File: config.mk
export PLATFORM = sky130hd
export DESIGN_NAME = sliding_goertzel_bin_power_top
export DESIGN_NICKNAME = d
export VERILOG_FILES = /design/src/hdl/sgb_pkg.sv /design/src/hdl/sgb_mul.sv /design/src/hdl/sgb_window.sv /design/src/hdl/sgb_core.sv /design/src/hdl/sliding_goertzel_bin_power_top.sv
export SDC_FILE = /design/constraint.sdc
export NUM_CORES = 2
export LEC_CHECK = 0
export BUFFER_PORTS_ARGS = -buffer_cell sky130_fd_sc_hd__buf_2
export CORE_MARGIN = 2
export CORE_UTILIZATION = 57
export CTS_BUF_LIST = sky130_fd_sc_hd__clkbuf_4 sky130_fd_sc_hd__clkbuf_8 sky130_fd_sc_hd__clkbuf_16
export CTS_CLUSTER_SIZE = 8
export DETAILED_ROUTE_END_ITERATION = 12
export PLACE_DENSITY = 0.71
export SYNTH_ARGS = -nofsm -noshare
export SYNTH_HDL_FRONTEND = slang
export SYNTH_SLANG_ARGS = --single-unit
File: constraint.sdc
create_clock -name clock -period 20.7 [get_ports clock]
set_clock_uncertainty 0.15 [all_clocks]
set_input_delay 2.07 -clock clock [delete_from_list [all_inputs] [get_ports clock]]
set_output_delay 2.07 -clock clock [all_outputs]
set_load 0.01 [all_outputs]
File: src/hdl/sgb_pkg.sv
// Package with the types and constants of the sliding Goertzel bin power block.
`timescale 1ns / 1ps
`default_nettype none

package sgb_pkg;

   localparam int SAMPLE_W = 12;
   localparam int COEF_W   = 16;
   localparam int STATE_W  = 32;
   localparam int POWER_W  = 63;
   localparam int FRAC_W   = 14;

   localparam logic [POWER_W-1:0] POWER_MAX = {POWER_W{1'b1}};

   typedef enum logic [3:0] {
      ST_IDLE,
      ST_RES_MUL,
      ST_RES_UPD,
      ST_SQ1,
      ST_SQ2,
      ST_CROSS,
      ST_TLO,
      ST_THI,
      ST_TSUM,
      ST_POWER
   } sgb_state_type;

   typedef struct packed {
      logic                rd;
      logic                wr;
      logic [SAMPLE_W-1:0] wr_data;
   } sgb_win_req_type;

   typedef struct packed {
      logic [POWER_W-1:0] power;
      logic               sat;
   } sgb_result_type;

endpackage

`default_nettype wire

File: src/hdl/sgb_mul.sv
// Shared 32 by 32 bit unsigned multiplier with a registered product.
`timescale 1ns / 1ps
`default_nettype none

module sgb_mul (
   input  wire logic        clock,
   input  wire logic [31:0] op_a,
   input  wire logic [31:0] op_b,
   output logic      [63:0] prod
);

   logic [63:0] prod_ff;

   always_ff @(posedge clock) begin
      prod_ff <= op_a * op_b;
   end

   assign prod = prod_ff;

endmodule

`default_nettype wire

File: src/hdl/sgb_window.sv
// Sample delay line with its write position and a fill flag for unwritten entries.
`timescale 1ns / 1ps
`default_nettype none

module sgb_window #(
   parameter int WINDOW = 64
) (
   input  wire logic                            clock,
   input  wire logic                            reset,
   input  wire sgb_pkg::sgb_win_req_type        req,
   output logic [sgb_pkg::SAMPLE_W-1:0]         x_old
);

   localparam int PW = $clog2(WINDOW);

   logic [sgb_pkg::SAMPLE_W-1:0] mem [WINDOW];
   logic [PW-1:0]                pos_ff, pos_in;
   logic                         wrapped_ff, wrapped_in;
   logic [sgb_pkg::SAMPLE_W-1:0] rdata_ff;
   logic                         rvalid_ff;

   always_comb begin
      pos_in     = pos_ff;
      wrapped_in = wrapped_ff;
      if (req.wr) begin
         if (pos_ff == PW'(WINDOW - 1)) begin
            pos_in     = '0;
            wrapped_in = 1'b1;
         end else begin
            pos_in = pos_ff + PW'(1);
         end
      end
   end

   always_ff @(posedge clock) begin
      if (reset) begin
         pos_ff     <= '0;
         wrapped_ff <= 1'b0;
      end else begin
         pos_ff     <= pos_in;
         wrapped_ff <= wrapped_in;
      end
   end

   always_ff @(posedge clock) begin
      if (req.wr) begin
         mem[pos_ff] <= req.wr_data;
      end
      if (req.rd) begin
         rdata_ff  <= mem[pos_ff];
         rvalid_ff <= wrapped_ff;
      end
   end

   assign x_old = rvalid_ff ? rdata_ff : '0;

endmodule

`default_nettype wire

File: src/hdl/sgb_core.sv
// Sequencer and datapath that update the resonator and form the bin power.
`timescale 1ns / 1ps
`default_nettype none

module sgb_core (
   input  wire logic                                clock,
   input  wire logic                                reset,
   input  wire logic                                in_valid,
   output logic                                     in_ready,
   input  wire logic [sgb_pkg::SAMPLE_W-1:0]        in_sample,
   input  wire logic signed [sgb_pkg::COEF_W-1:0]   coef,
   output sgb_pkg::sgb_win_req_type                 win_req,
   input  wire logic [sgb_pkg::SAMPLE_W-1:0]        x_old,
   output logic [31:0]                              mul_a,
   output logic [31:0]                              mul_b,
   input  wire logic [63:0]                         mul_prod,
   output logic                                     out_valid,
   input  wire logic                                out_ready,
   output sgb_pkg::sgb_result_type                  out_result
);

   localparam int QW = 38;

   sgb_pkg::sgb_state_type state_ff, state_in;

   logic [sgb_pkg::SAMPLE_W-1:0]      x_ff, x_in;
   logic signed [sgb_pkg::STATE_W-1:0] q1_ff, q1_in, q2_ff, q2_in;
   logic [63:0]                        s_ff, s_in;
   logic [31:0]                        cross_hi_ff, cross_hi_in;
   logic [47:0]                        tlo_ff, tlo_in;
   logic [63:0]                        t_ff, t_in;
   logic                               neg_ff, neg_in;
   logic                               sat_ff, sat_in;

   logic                               c_neg;
   logic [sgb_pkg::COEF_W-1:0]         cmag;
   logic [31:0]                        m1, m2;
   logic [48:0]                        pm_sum;
   logic [34:0]                        pm;
   logic signed [QW-1:0]               term, q0;
   logic signed [sgb_pkg::STATE_W-1:0] q0s;
   logic                               q0_sat;
   logic [79:0]                        t_total;
   logic [64:0]                        sum, diff;
   logic [sgb_pkg::POWER_W-1:0]        p;
   logic                               p_sat;

   assign c_neg = coef[sgb_pkg::COEF_W-1];
   assign cmag  = c_neg ? sgb_pkg::COEF_W'(-coef) : sgb_pkg::COEF_W'(coef);
   assign m1    = q1_ff[31] ? 32'(32'd0 - 32'(q1_ff)) : 32'(q1_ff);
   assign m2    = q2_ff[31] ? 32'(32'd0 - 32'(q2_ff)) : 32'(q2_ff);

   always_comb begin
      pm_sum = {1'b0, mul_prod[47:0]} + 49'd8192;
      pm     = pm_sum[48:sgb_pkg::FRAC_W];
      term   = (c_neg ^ q1_ff[31]) ? -QW'(signed'({1'b0, pm})) : QW'(signed'({1'b0, pm}));
      q0     = term - QW'(q2_ff) + QW'(signed'({1'b0, x_ff}))
               - QW'(signed'({1'b0, x_old}));
      q0_sat = 1'b1;
      if (q0 > QW'(signed'(32'sh7FFF_FFFF))) begin
         q0s = 32'sh7FFF_FFFF;
      end else if (q0 < QW'(signed'(32'sh8000_0000))) begin
         q0s = 32'sh8000_0000;
      end else begin
         q0s    = q0[31:0];
         q0_sat = 1'b0;
      end
   end

   always_comb begin
      t_total = {mul_prod[47:0], 32'd0} + {32'd0, tlo_ff} + 80'd8192;
      sum     = {1'b0, s_ff} + {1'b0, t_ff};
      diff    = {1'b0, s_ff} - {1'b0, t_ff};
      p_sat   = 1'b0;
      if (neg_ff) begin
         if (sum[64:63] != 2'b00) begin
            p     = sgb_pkg::POWER_MAX;
            p_sat = 1'b1;
         end else begin
            p = sum[62:0];
         end
      end else if (diff[64]) begin
         p = '0;
      end else if (diff[63]) begin
         p     = sgb_pkg::POWER_MAX;
         p_sat = 1'b1;
      end else begin
         p = diff[62:0];
      end
   end

   always_comb begin
      state_in    = state_ff;
      x_in        = x_ff;
      q1_in       = q1_ff;
      q2_in       = q2_ff;
      s_in        = s_ff;
      cross_hi_in = cross_hi_ff;
      tlo_in      = tlo_ff;
      t_in        = t_ff;
      neg_in      = neg_ff;
      sat_in      = sat_ff;
      in_ready    = 1'b0;
      out_valid   = 1'b0;
      win_req     = '{rd: 1'b0, wr: 1'b0, wr_data: x_ff};
      mul_a       = '0;
      mul_b       = '0;
      unique case (state_ff)
         sgb_pkg::ST_IDLE: begin
            in_ready = 1'b1;
            if (in_valid) begin
               x_in       = in_sample;
               win_req.rd = 1'b1;
               state_in   = sgb_pkg::ST_RES_MUL;
            end
         end
         sgb_pkg::ST_RES_MUL: begin
            mul_a    = {16'd0, cmag};
            mul_b    = m1;
            state_in = sgb_pkg::ST_RES_UPD;
         end
         sgb_pkg::ST_RES_UPD: begin
            q1_in      = q0s;
            q2_in      = q1_ff;
            sat_in     = q0_sat;
            neg_in     = (c_neg ^ q0s[31] ^ q1_ff[31]) && (q0s != '0) && (q1_ff != '0)
                         && (cmag != '0);
            win_req.wr = 1'b1;
            state_in   = sgb_pkg::ST_SQ1;
         end
         sgb_pkg::ST_SQ1: begin
            mul_a    = m1;
            mul_b    = m1;
            state_in = sgb_pkg::ST_SQ2;
         end
         sgb_pkg::ST_SQ2: begin
            mul_a    = m2;
            mul_b    = m2;
            s_in     = mul_prod;
            state_in = sgb_pkg::ST_CROSS;
         end
         sgb_pkg::ST_CROSS: begin
            mul_a    = m1;
            mul_b    = m2;
            s_in     = s_ff + mul_prod;
            state_in = sgb_pkg::ST_TLO;
         end
         sgb_pkg::ST_TLO: begin
            mul_a       = {16'd0, cmag};
            mul_b       = mul_prod[31:0];
            cross_hi_in = mul_prod[63:32];
            state_in    = sgb_pkg::ST_THI;
         end
         sgb_pkg::ST_THI: begin
            mul_a    = {16'd0, cmag};
            mul_b    = cross_hi_ff;
            tlo_in   = mul_prod[47:0];
            state_in = sgb_pkg::ST_TSUM;
         end
         sgb_pkg::ST_TSUM: begin
            t_in     = t_total[77:sgb_pkg::FRAC_W];
            state_in = sgb_pkg::ST_POWER;
         end
         sgb_pkg::ST_POWER: begin
            out_valid = 1'b1;
            if (out_ready) begin
               state_in = sgb_pkg::ST_IDLE;
            end
         end
         default: begin
            state_in = sgb_pkg::ST_IDLE;
         end
      endcase
   end

   assign out_result = '{power: p, sat: sat_ff | p_sat};

   always_ff @(posedge clock) begin
      if (reset) begin
         state_ff <= sgb_pkg::ST_IDLE;
         q1_ff    <= '0;
         q2_ff    <= '0;
      end else begin
         state_ff <= state_in;
         q1_ff    <= q1_in;
         q2_ff    <= q2_in;
      end
   end

   always_ff @(posedge clock) begin
      x_ff        <= x_in;
      s_ff        <= s_in;
      cross_hi_ff <= cross_hi_in;
      tlo_ff      <= tlo_in;
      t_ff        <= t_in;
      neg_ff      <= neg_in;
      sat_ff      <= sat_in;
   end

endmodule

`default_nettype wire

File: src/hdl/sliding_goertzel_bin_power_top.sv
// Top level of the sliding single-bin Goertzel power detector.
// The req channel takes one 12-bit converter sample per beat. Each sample
// updates a two-state resonator with the difference between the new sample
// and the one that leaves the window, and the rsp channel returns one beat
// with the bin power and a saturation flag for every sample.
// The csr port writes the signed Q2.14 coefficient; write it only while no
// sample is in flight.
// One sample passes from acceptance to the result register entirely in a
// sequencer that reuses one registered 32 by 32 multiplier for six products
// in turn. req_tready is high only while the sequencer is idle, so the block
// takes no new sample until the last one has moved to the output register.
// A finished result sits in the output register; the next sample is accepted
// and processed meanwhile, and its result waits in the sequencer until the
// receiver takes the earlier beat.
// Reset clears the resonator, the write position, the coefficient and the
// output valid flag. Window entries not yet written since reset read as zero.
`timescale 1ns / 1ps
`default_nettype none

module sliding_goertzel_bin_power_top #(
   parameter int WINDOW = 64
) (
   input  wire logic        clock,
   input  wire logic        reset,
   input  wire logic        req_tvalid,
   output logic             req_tready,
   input  wire logic [15:0] req_tdata,   // [11:0] sample
   output logic             rsp_tvalid,
   input  wire logic        rsp_tready,
   output logic [63:0]      rsp_tdata,   // [62:0] bin_power
   output logic             rsp_tuser,   // [0] saturated
   input  wire logic        csr_wr_en,
   input  wire logic [15:0] csr_wr_data  // [15:0] bin_coefficient
);

   logic signed [sgb_pkg::COEF_W-1:0] coef_ff;
   sgb_pkg::sgb_win_req_type          win_req;
   logic [sgb_pkg::SAMPLE_W-1:0]      x_old;
   logic [31:0]                       mul_a, mul_b;
   logic [63:0]                       mul_prod;
   logic                              core_valid, core_ready;
   sgb_pkg::sgb_result_type           core_result;
   logic                              rsp_valid_ff;
   sgb_pkg::sgb_result_type           rsp_result_ff;

   always_ff @(posedge clock) begin
      if (reset) begin
         coef_ff <= '0;
      end else if (csr_wr_en) begin
         coef_ff <= signed'(csr_wr_data);
      end
   end

   sgb_mul u_mul (
      .clock (clock),
      .op_a  (mul_a),
      .op_b  (mul_b),
      .prod  (mul_prod)
   );

   sgb_window #(
      .WINDOW (WINDOW)
   ) u_window (
      .clock (clock),
      .reset (reset),
      .req   (win_req),
      .x_old (x_old)
   );

   sgb_core u_core (
      .clock      (clock),
      .reset      (reset),
      .in_valid   (req_tvalid),
      .in_ready   (req_tready),
      .in_sample  (req_tdata[sgb_pkg::SAMPLE_W-1:0]),
      .coef       (coef_ff),
      .win_req    (win_req),
      .x_old      (x_old),
      .mul_a      (mul_a),
      .mul_b      (mul_b),
      .mul_prod   (mul_prod),
      .out_valid  (core_valid),
      .out_ready  (core_ready),
      .out_result (core_result)
   );

   assign core_ready = !rsp_valid_ff || rsp_tready;

   always_ff @(posedge clock) begin
      if (reset) begin
         rsp_valid_ff <= 1'b0;
      end else if (core_ready) begin
         rsp_valid_ff <= core_valid;
      end
   end

   always_ff @(posedge clock) begin
      if (core_ready && core_valid) begin
         rsp_result_ff <= core_result;
      end
   end

   assign rsp_tvalid = rsp_valid_ff;
   assign rsp_tdata  = {1'b0, rsp_result_ff.power};
   assign rsp_tuser  = rsp_result_ff.sat;

endmodule

`default_nettype wire

Word level (Yosys, flattened, before mapping)

Memories as Yosys holds them, arrays and structs flattened. A register that Yosys moved wholly into a read port is not among the register bits.
Cells that the tools add are included.

$add $sub $neg: 14
Multipliers: 1
Magnitude comparators: 2
Eq/ne operators: 12
Muxes and demuxes: 30
Bitwise gates (word level): 4
Reduce and logical (&&, ||, !) cells: 19

Operator list:

| operator                                                     | count |
|---|---|
| 2-to-1 mux 63 bit                                            | 4 |
| 2-to-1 mux 32 bit                                            | 4 |
| case mux 32 bit (4 select lines)                             | 1 |
| case mux 64 bit (2 select lines)                             | 1 |
| case mux 32 bit (3 select lines)                             | 1 |
| adder 78 x 14 -> 78 bit, second input constant               | 1 |
| adder 78 x 48 -> 78 bit                                      | 1 |
| adder 64 x 64 -> 65 bit                                      | 1 |
| subtractor 64 x 64 -> 65 bit                                 | 1 |
| adder 64 bit                                                 | 1 |
| multiplier 32 x 32 -> 64 bit                                 | 1 |
| nonzero test 32 bit                                          | 2 |
| subtractor 1 x 32 -> 32 bit, first input constant            | 2 |
| adder 48 x 14 -> 49 bit, second input constant               | 1 |
| case mux 4 bit (10 select lines)                             | 1 |
| adder 38 x 13 -> 38 bit                                      | 1 |
| > comparator 38 x 32 -> 1 bit, second input constant         | 1 |
| less-than comparator 38 x 32 -> 1 bit, second input constant | 1 |
| 2-to-1 mux 38 bit                                            | 1 |
| negation 35 -> 38 bit                                        | 1 |
| subtractor 38 x 13 -> 38 bit                                 | 1 |
| subtractor 38 x 32 -> 38 bit                                 | 1 |
| == test 4 x 3 -> 1 bit, second input constant                | 4 |
| 2-to-1 mux 16 bit                                            | 1 |
| other kinds (22)                                             | 47 |

Register bits: 443
Bits in writable memories: 768
Input port bits: 37
Output and inout bits: 67
Memories: 1

Memory list:

| name         | words | width | rd ports | clocked after Yosys merged registers in | wr ports | line             | source |
|---|---|---|---|---|---|---|---|
| u_window.mem | 64    | 12    | 1        | 1                                       | 1        | sgb_window.sv:16 | `logic [sgb_pkg::SAMPLE_W-1:0] mem [WINDOW];` |

Longest topological paths before layout

Depth after elaboration: 14
Gate-level depth with buffers: 41
Depth with buffers taken out: 39

Hierarchy

A second synthesis with hierarchy kept.

Cell total of the unflattened synthesis: 9527
Area total of the unflattened synthesis: 98600.8 µm²

By module, submodules not included:

| module                         | times used | cells an instance | area an instance (µm²) | seq. area each (µm²) |
|---|---|---|---|---|
| sgb_mul                        | 1          | 3758              | 34553.1                | 1281.2 |
| sgb_core                       | 1          | 3880              | 30934.7                | 7637.3 |
| sgb_window                     | 1          | 1766              | 30556.8                | 23592.6 |
| sliding_goertzel_bin_power_top | 1          | 123               | 2556.2                 | 2262.2 |

Worst setup path after synthesis

Ideal clock, no wire load.

Kind: register to register
Start: reg u_core.state_ff[2]
End: reg u_mul.prod_ff[63], in the netlist u_mul.prod[63]
Setup time: 0.072 ns
Arrival time: 11.251 ns
Required time: 20.478 ns
Path slack: 9.227 ns
Cell stages (with the launch flop): 35
Buffers on the path: 5
Clock period less this slack: 11.473 ns
Cells stage by stage: dfxtp_1 -> clkbuf_1 -> nand2b_1 -> or2_2 -> clkbuf_1 -> clkinv_1 -> clkbuf_1 -> buf_1 -> a21oi_1 -> clkbuf_1 -> nor2_1 -> fa_1 -> inv_1 -> fa_1 -> fa_1 -> fa_1 -> inv_1 -> fa_1 -> fa_1 -> fa_1 -> fa_1 -> ha_1 -> a21o_1 -> a21o_1 -> a21oi_1 -> o2111ai_1 -> a31o_2 -> a221oi_1 -> o21ba_2 -> a21oi_1 -> a21o_1 -> a31o_2 -> a221o_1 -> a21oi_1 -> xnor2_1

Longest elaborated chain between the ends: 4

RTL lines:

| element                                                                              | line            | source |
|---|---|---|
| start, declared                                                                      | sgb_core.sv:24  | `sgb_pkg::sgb_state_type state_ff, state_in;` |
| start signal, assigned                                                               | sgb_core.sv:180 | `state_ff <= sgb_pkg::ST_IDLE;` |
| start signal, assigned                                                               | sgb_core.sv:184 | `state_ff <= state_in;` |
| == test 4 x 1 -> 1 bit (tied with other cells)                                       | sgb_core.sv:108 | `unique case (state_ff)` |
| OR reduction 3 bit (no line) or OR reduction 2 bit (tied branches)                   | n/a             |  |
| case mux 32 bit (3 select lines) or case mux 32 bit (4 select lines) (tied branches) | sgb_core.sv:108 |  |
| multiplier 32 x 32 -> 64 bit (*)                                                     | sgb_mul.sv:15   | `prod_ff <= op_a * op_b;` |
| end signal, assigned                                                                 | sgb_mul.sv:15   |  |
| end, declared                                                                        | sgb_mul.sv:12   | `logic [63:0] prod_ff;` |

Every way passes the cells marked *; elsewhere a longest branch is shown, timed or not.
A chain may end at the register's enable or synchronous reset.

Final worst setup path

Start: reg u_core.q2_ff[6] in the netlist's numbering
End: reg u_mul.prod_ff[63], in the netlist u_mul.prod[63]

Longest elaborated chain between the ends: 4

RTL lines:

| element                                                                              | line            | source |
|---|---|---|
| start, declared                                                                      | sgb_core.sv:27  | `logic signed [sgb_pkg::STATE_W-1:0] q1_ff, q1_in, q2_ff, q2_in;` |
| start signal, assigned                                                               | sgb_core.sv:186 | `q2_ff <= q2_in;` |
| subtractor 1 x 32 -> 32 bit                                                          | sgb_core.sv:51  | `assign m2 = q2_ff[31] ? 32'(32'd0 - 32'(q2_ff)) : 32'(q2_ff);` |
| 2-to-1 mux 32 bit (*)                                                                | sgb_core.sv:51  |  |
| case mux 32 bit (4 select lines) or case mux 32 bit (3 select lines) (tied branches) | sgb_core.sv:108 |  |
| multiplier 32 x 32 -> 64 bit (*)                                                     | sgb_mul.sv:15   |  |

Marked as above.

==> flow_results.org <==
** Yosys
- Number of synthesized flops with an enable pin :: 1,054
- The share of the Yosys chip area taken by registers is a little over a third.
- The Yosys step of the flow raised 0 warnings.
- In this run, synthesis produced a sequential element count of between 1,000 and 1,500.
- For this run, asynchronously set or reset flops after synthesis account for 0%.
- The number of nets handed over by synthesis was roughly 11,000.
- In the synthesized netlist, the number of instances is ~9,300.
- Summing every instance area after synthesis gives 95,100 sq um.
- Mean Syn Cell Area :: around 10 sq um
- Number of distinct library cells after synthesis :: 96
- Among all flip-flop cells after synthesis, the most frequent one is sky130_fd_sc_hd__edfxtp_1.

** GRT
- Across every metal layer, demand over resource in global routing totals 35.3%.
- GR Overflow Total :: 0
- The via count of the first global-routing pass is just over 70,000.
- Pin count of the biggest net entering global routing :: between 90 and 100
- Global-route wire length before repair :: roughly 450,000 um
- The initial antenna violation count came to 7.

** Critical path
- Data arrives at the worst endpoint at between 10 and 15 ns.
- In this design, the stage delay of the slowest critical-path cell is 0.92 ns.
- The worst setup path is captured at a register.
- STA classifies the critical path startpoint as a register.
- Worst reg-to-reg setup slack :: 8.44 ns
- Cell with the biggest individual delay on the critical path :: sky130_fd_sc_hd__o22a_1
- By startpoint and endpoint, the worst setup path is classified as reg2reg.
- For the worst setup path, the data required time is approximately 21 ns.
- Dominant cell type by count on the critical path :: sky130_fd_sc_hd__fa_1
- CP Max Fanout :: 14

** Place
- Post-DP HPWL :: about 210,000 um
- Gp weighted congestion :: between 0.9 and 1
- Number of buffer cells added on primary ports :: 98
- Placement-stage worst setup slack :: between 8 and 9 ns

** Final layout
- The post-route netlist has under 10% of its cells at a drive strength greater than 1.
- In the final layout, flip-flops and latches occupy ~35,000 sq um.
- Nets :: 10,872
- Final-layout fill cell count :: approximately 13,000
- Highest-count cells in the layout ignoring fill and taps :: sky130_fd_sc_hd__inv_1 (1,254), sky130_fd_sc_hd__edfxtp_1 (1,054), sky130_fd_sc_hd__nand2_1 (994)
- Leading cell type in the layout, fill and taps excluded :: sky130_fd_sc_hd__inv_1
- Multi-input gate area :: ~54,000 sq um
- The area growth from synthesis to layout is 8.81%.

** Die
- Vertical extent of the die :: 413 um
- The floorplan step set the die width to between 400 and 500 um.
- Cell Rows :: 149
- Placeable core region :: 165,000 sq um
- The die covers 170,000 sq um.
- Effective utilization at floorplan :: a little under three fifths
- For this design the top-level I/O count stands at 104.

** Timing
- Subtracting the final worst setup slack from the clock period gives approximately 12 ns.
- Number of hold-slack violations in the final timing report :: 0
- Slew Limit Headroom :: 6.97%
- For the pin with the worst max-slew slack, the measured transition is 1.39 ns.
- RSZ-0062 raised after global routing :: no
- After routing, the total negative slack on setup checks comes to 0 ns.
- Worst path setup slack after routing :: between 8 and 9 ns
- Number of slew-limit violations in the final report :: 0
- Final setup violation count :: 0
- Share of the cycle needed by the critical path after routing :: between 50% and 60%
- Timing would allow up to around 0.082 GHz.

** Power and ir drop
- Cell Pwr Density :: ~90 nW/um^2
- In this run the static leakage power is roughly 43 nW.
- IR analysis of the VDD net gives a maximum drop of ~0.00027 V.

** CTS
- TritonCTS created between 150 and 200 clock buffers.
- Buffers inserted to repair hold after CTS numbered 0.
- Clock buffer depth :: 3
- After clock tree synthesis, the clock-pin slew on the worst setup and hold paths is about 0.06 ns.
- Number of H-tree levels :: 4
- Clk root buf :: sky130_fd_sc_hd__clkbuf_16
- Post-CTS setup buffers :: 0
- TritonCTS built the clock tree.
- The later pin in the worst-skew pair is clocked with a latency of 0.83 ns.
- Once the clock tree was built, the resizer swapped 0 gates to a different size.
- TritonCTS sink count :: 1,210

** Route
- The final route contains approximately 73,000 vias.
- First-pass iteration count of the detailed router :: 7
- In this run the remaining antenna-violating nets after routing total 0.
- After detailed routing, the number of vias per cell comes to ~6.3.
- Count of unresolved DRC violations after routing :: 0
- Wire per inst :: between 20 and 30 um
- After the first detailed-routing iteration, the DRC count stood at 7,932.
- Summed over all layers, the routed wires come to approximately 300,000 um.

** Run
- Number of violations of the max-capacitance limit :: 0

** Run status
- Run status :: completed

** Worst hold path
- Worst min-delay path class :: reg2reg
-- cell type report --
type,instances,share of cell area (%)
timing repair buffer,332,2.22
multi-input combinational,6377,52.2
inverter,1257,4.56
clock inverter,18,0.406
tap,2189,2.65
sequential,1210,33.6
clock buffer,209,4.39
antenna,8,0.0193
-- synth_stat cells (all sizes together) (54+ instances only) --
cell	n	area share [%]
dfxtp	156	3.3
o21ai	320	1.7
a21oi	401	2.1
nor2	897	3.5
nand2b	64	0.42
nor3	74	0.39
buf	73	0.35
xor2	158	1.5
fa	923	19
nor4	60	0.42
edfxtp	1054	33
a22o	83	0.76
a221oi	115	1.1
a21o	173	1.4
nand2	995	3.9
o21bai	59	0.47
ha	564	7.4
nand3	95	0.50
and2	56	0.37
clkbuf	419	1.7
inv	1256	5.0
xnor2	207	1.9
a22oi	254	2.0
nand4	93	0.63
a211oi	54	0.53
a31oi	116	0.76
-- kinds of logic (layout without fill, tap and decap cells) --
kind of cell | count (synthesis) | after routing | synth area share, %
adders and majority gates | 1487 | 1487 | 26.8
buffers and inverters | 1749 | 1816 | 6.97
AOI/OAI and AO/OA | 1956 | 1956 | 14.2
and+or+nand+nor | 2545 | 2545 | 11.7
muxes | 23 | 23 | 0.245
DFF | 1210 | 1210 | 36.6
other | 1 | 9 | 0.00394
xor gates and xnor gates | 365 | 365 | 3.39
-- state kept, by name, indices dropped and copies added, names as in the netlist --
register	cells
coef_ff	16
rsp_tdata	63
rsp_tuser	1
rsp_tvalid	1
u_core.cross_hi_ff	32
u_core.neg_ff	1
u_core.q1_ff	32
u_core.q2_ff	32
u_core.s_ff	64
u_core.sat_ff	1
u_core.state_ff	4
u_core.t_ff	64
u_core.tlo_ff	35
u_core.x_ff	12
u_mul.prod	64
u_window.mem	768
u_window.pos_ff	6
u_window.rdata_ff	12
u_window.rvalid_ff	1
u_window.wrapped_ff	1
-- report_power, final --
part / switching, mW / total, mW / internal (mW)
Clock: 1.05 / 2.60 / 1.55
Sequential: 0.0763 / 2.86 / 2.79
Combinational: 2.66 / 4.01 / 1.35
Total: 3.79 / 9.47 / 5.68
-- metal layers --
layer	GRT usage [%]	part of all wire, %
met5	0	0.0080
met4	18.4	6.1
met2	53.3	44
met3	8.84	11
met1	47.1	39
-- metrics by stage --
stage	power [mW]	hold slack [ns]	area (sq um)	utilization, %	cells
final	9.47	0.284	104000	62.6	11600
after global routing	9.96	0.296	103000	62.6	11592
after CTS	9.43	0.284	103000	62.6	11592
after detailed placement	6.82	0.274	98500	59.6	11365
after global placement	6.79	0.272	98500	59.6	11365
after floorplan	5.81	0.259	95100	-	9336
-- critical path: cells and delay by family (launching register included) --
family	cells	cell delay [ns]
adder cells (fa/ha/maj)	9	4.44
AO/OA/AOI/OAI	16	5.05
AND/OR/NAND/NOR	4	1.62
XOR/XNOR	1	0.13
buffers and inverters	3	0.33
flip-flops	1	0.42
-- final timing paths --
kind	from	end	cells past startpoint
worst max-delay path	u_core.q2_ff[6]	u_mul.prod[63]	33
worst min-delay path	u_window.wrapped_ff	u_window.rvalid_ff	0
worst max register to register	u_core.q2_ff[6]	u_mul.prod[63]	33
worst min register to register	u_window.wrapped_ff	u_window.rvalid_ff	0
No activity file was read; power rests on OpenSTA's default activity.
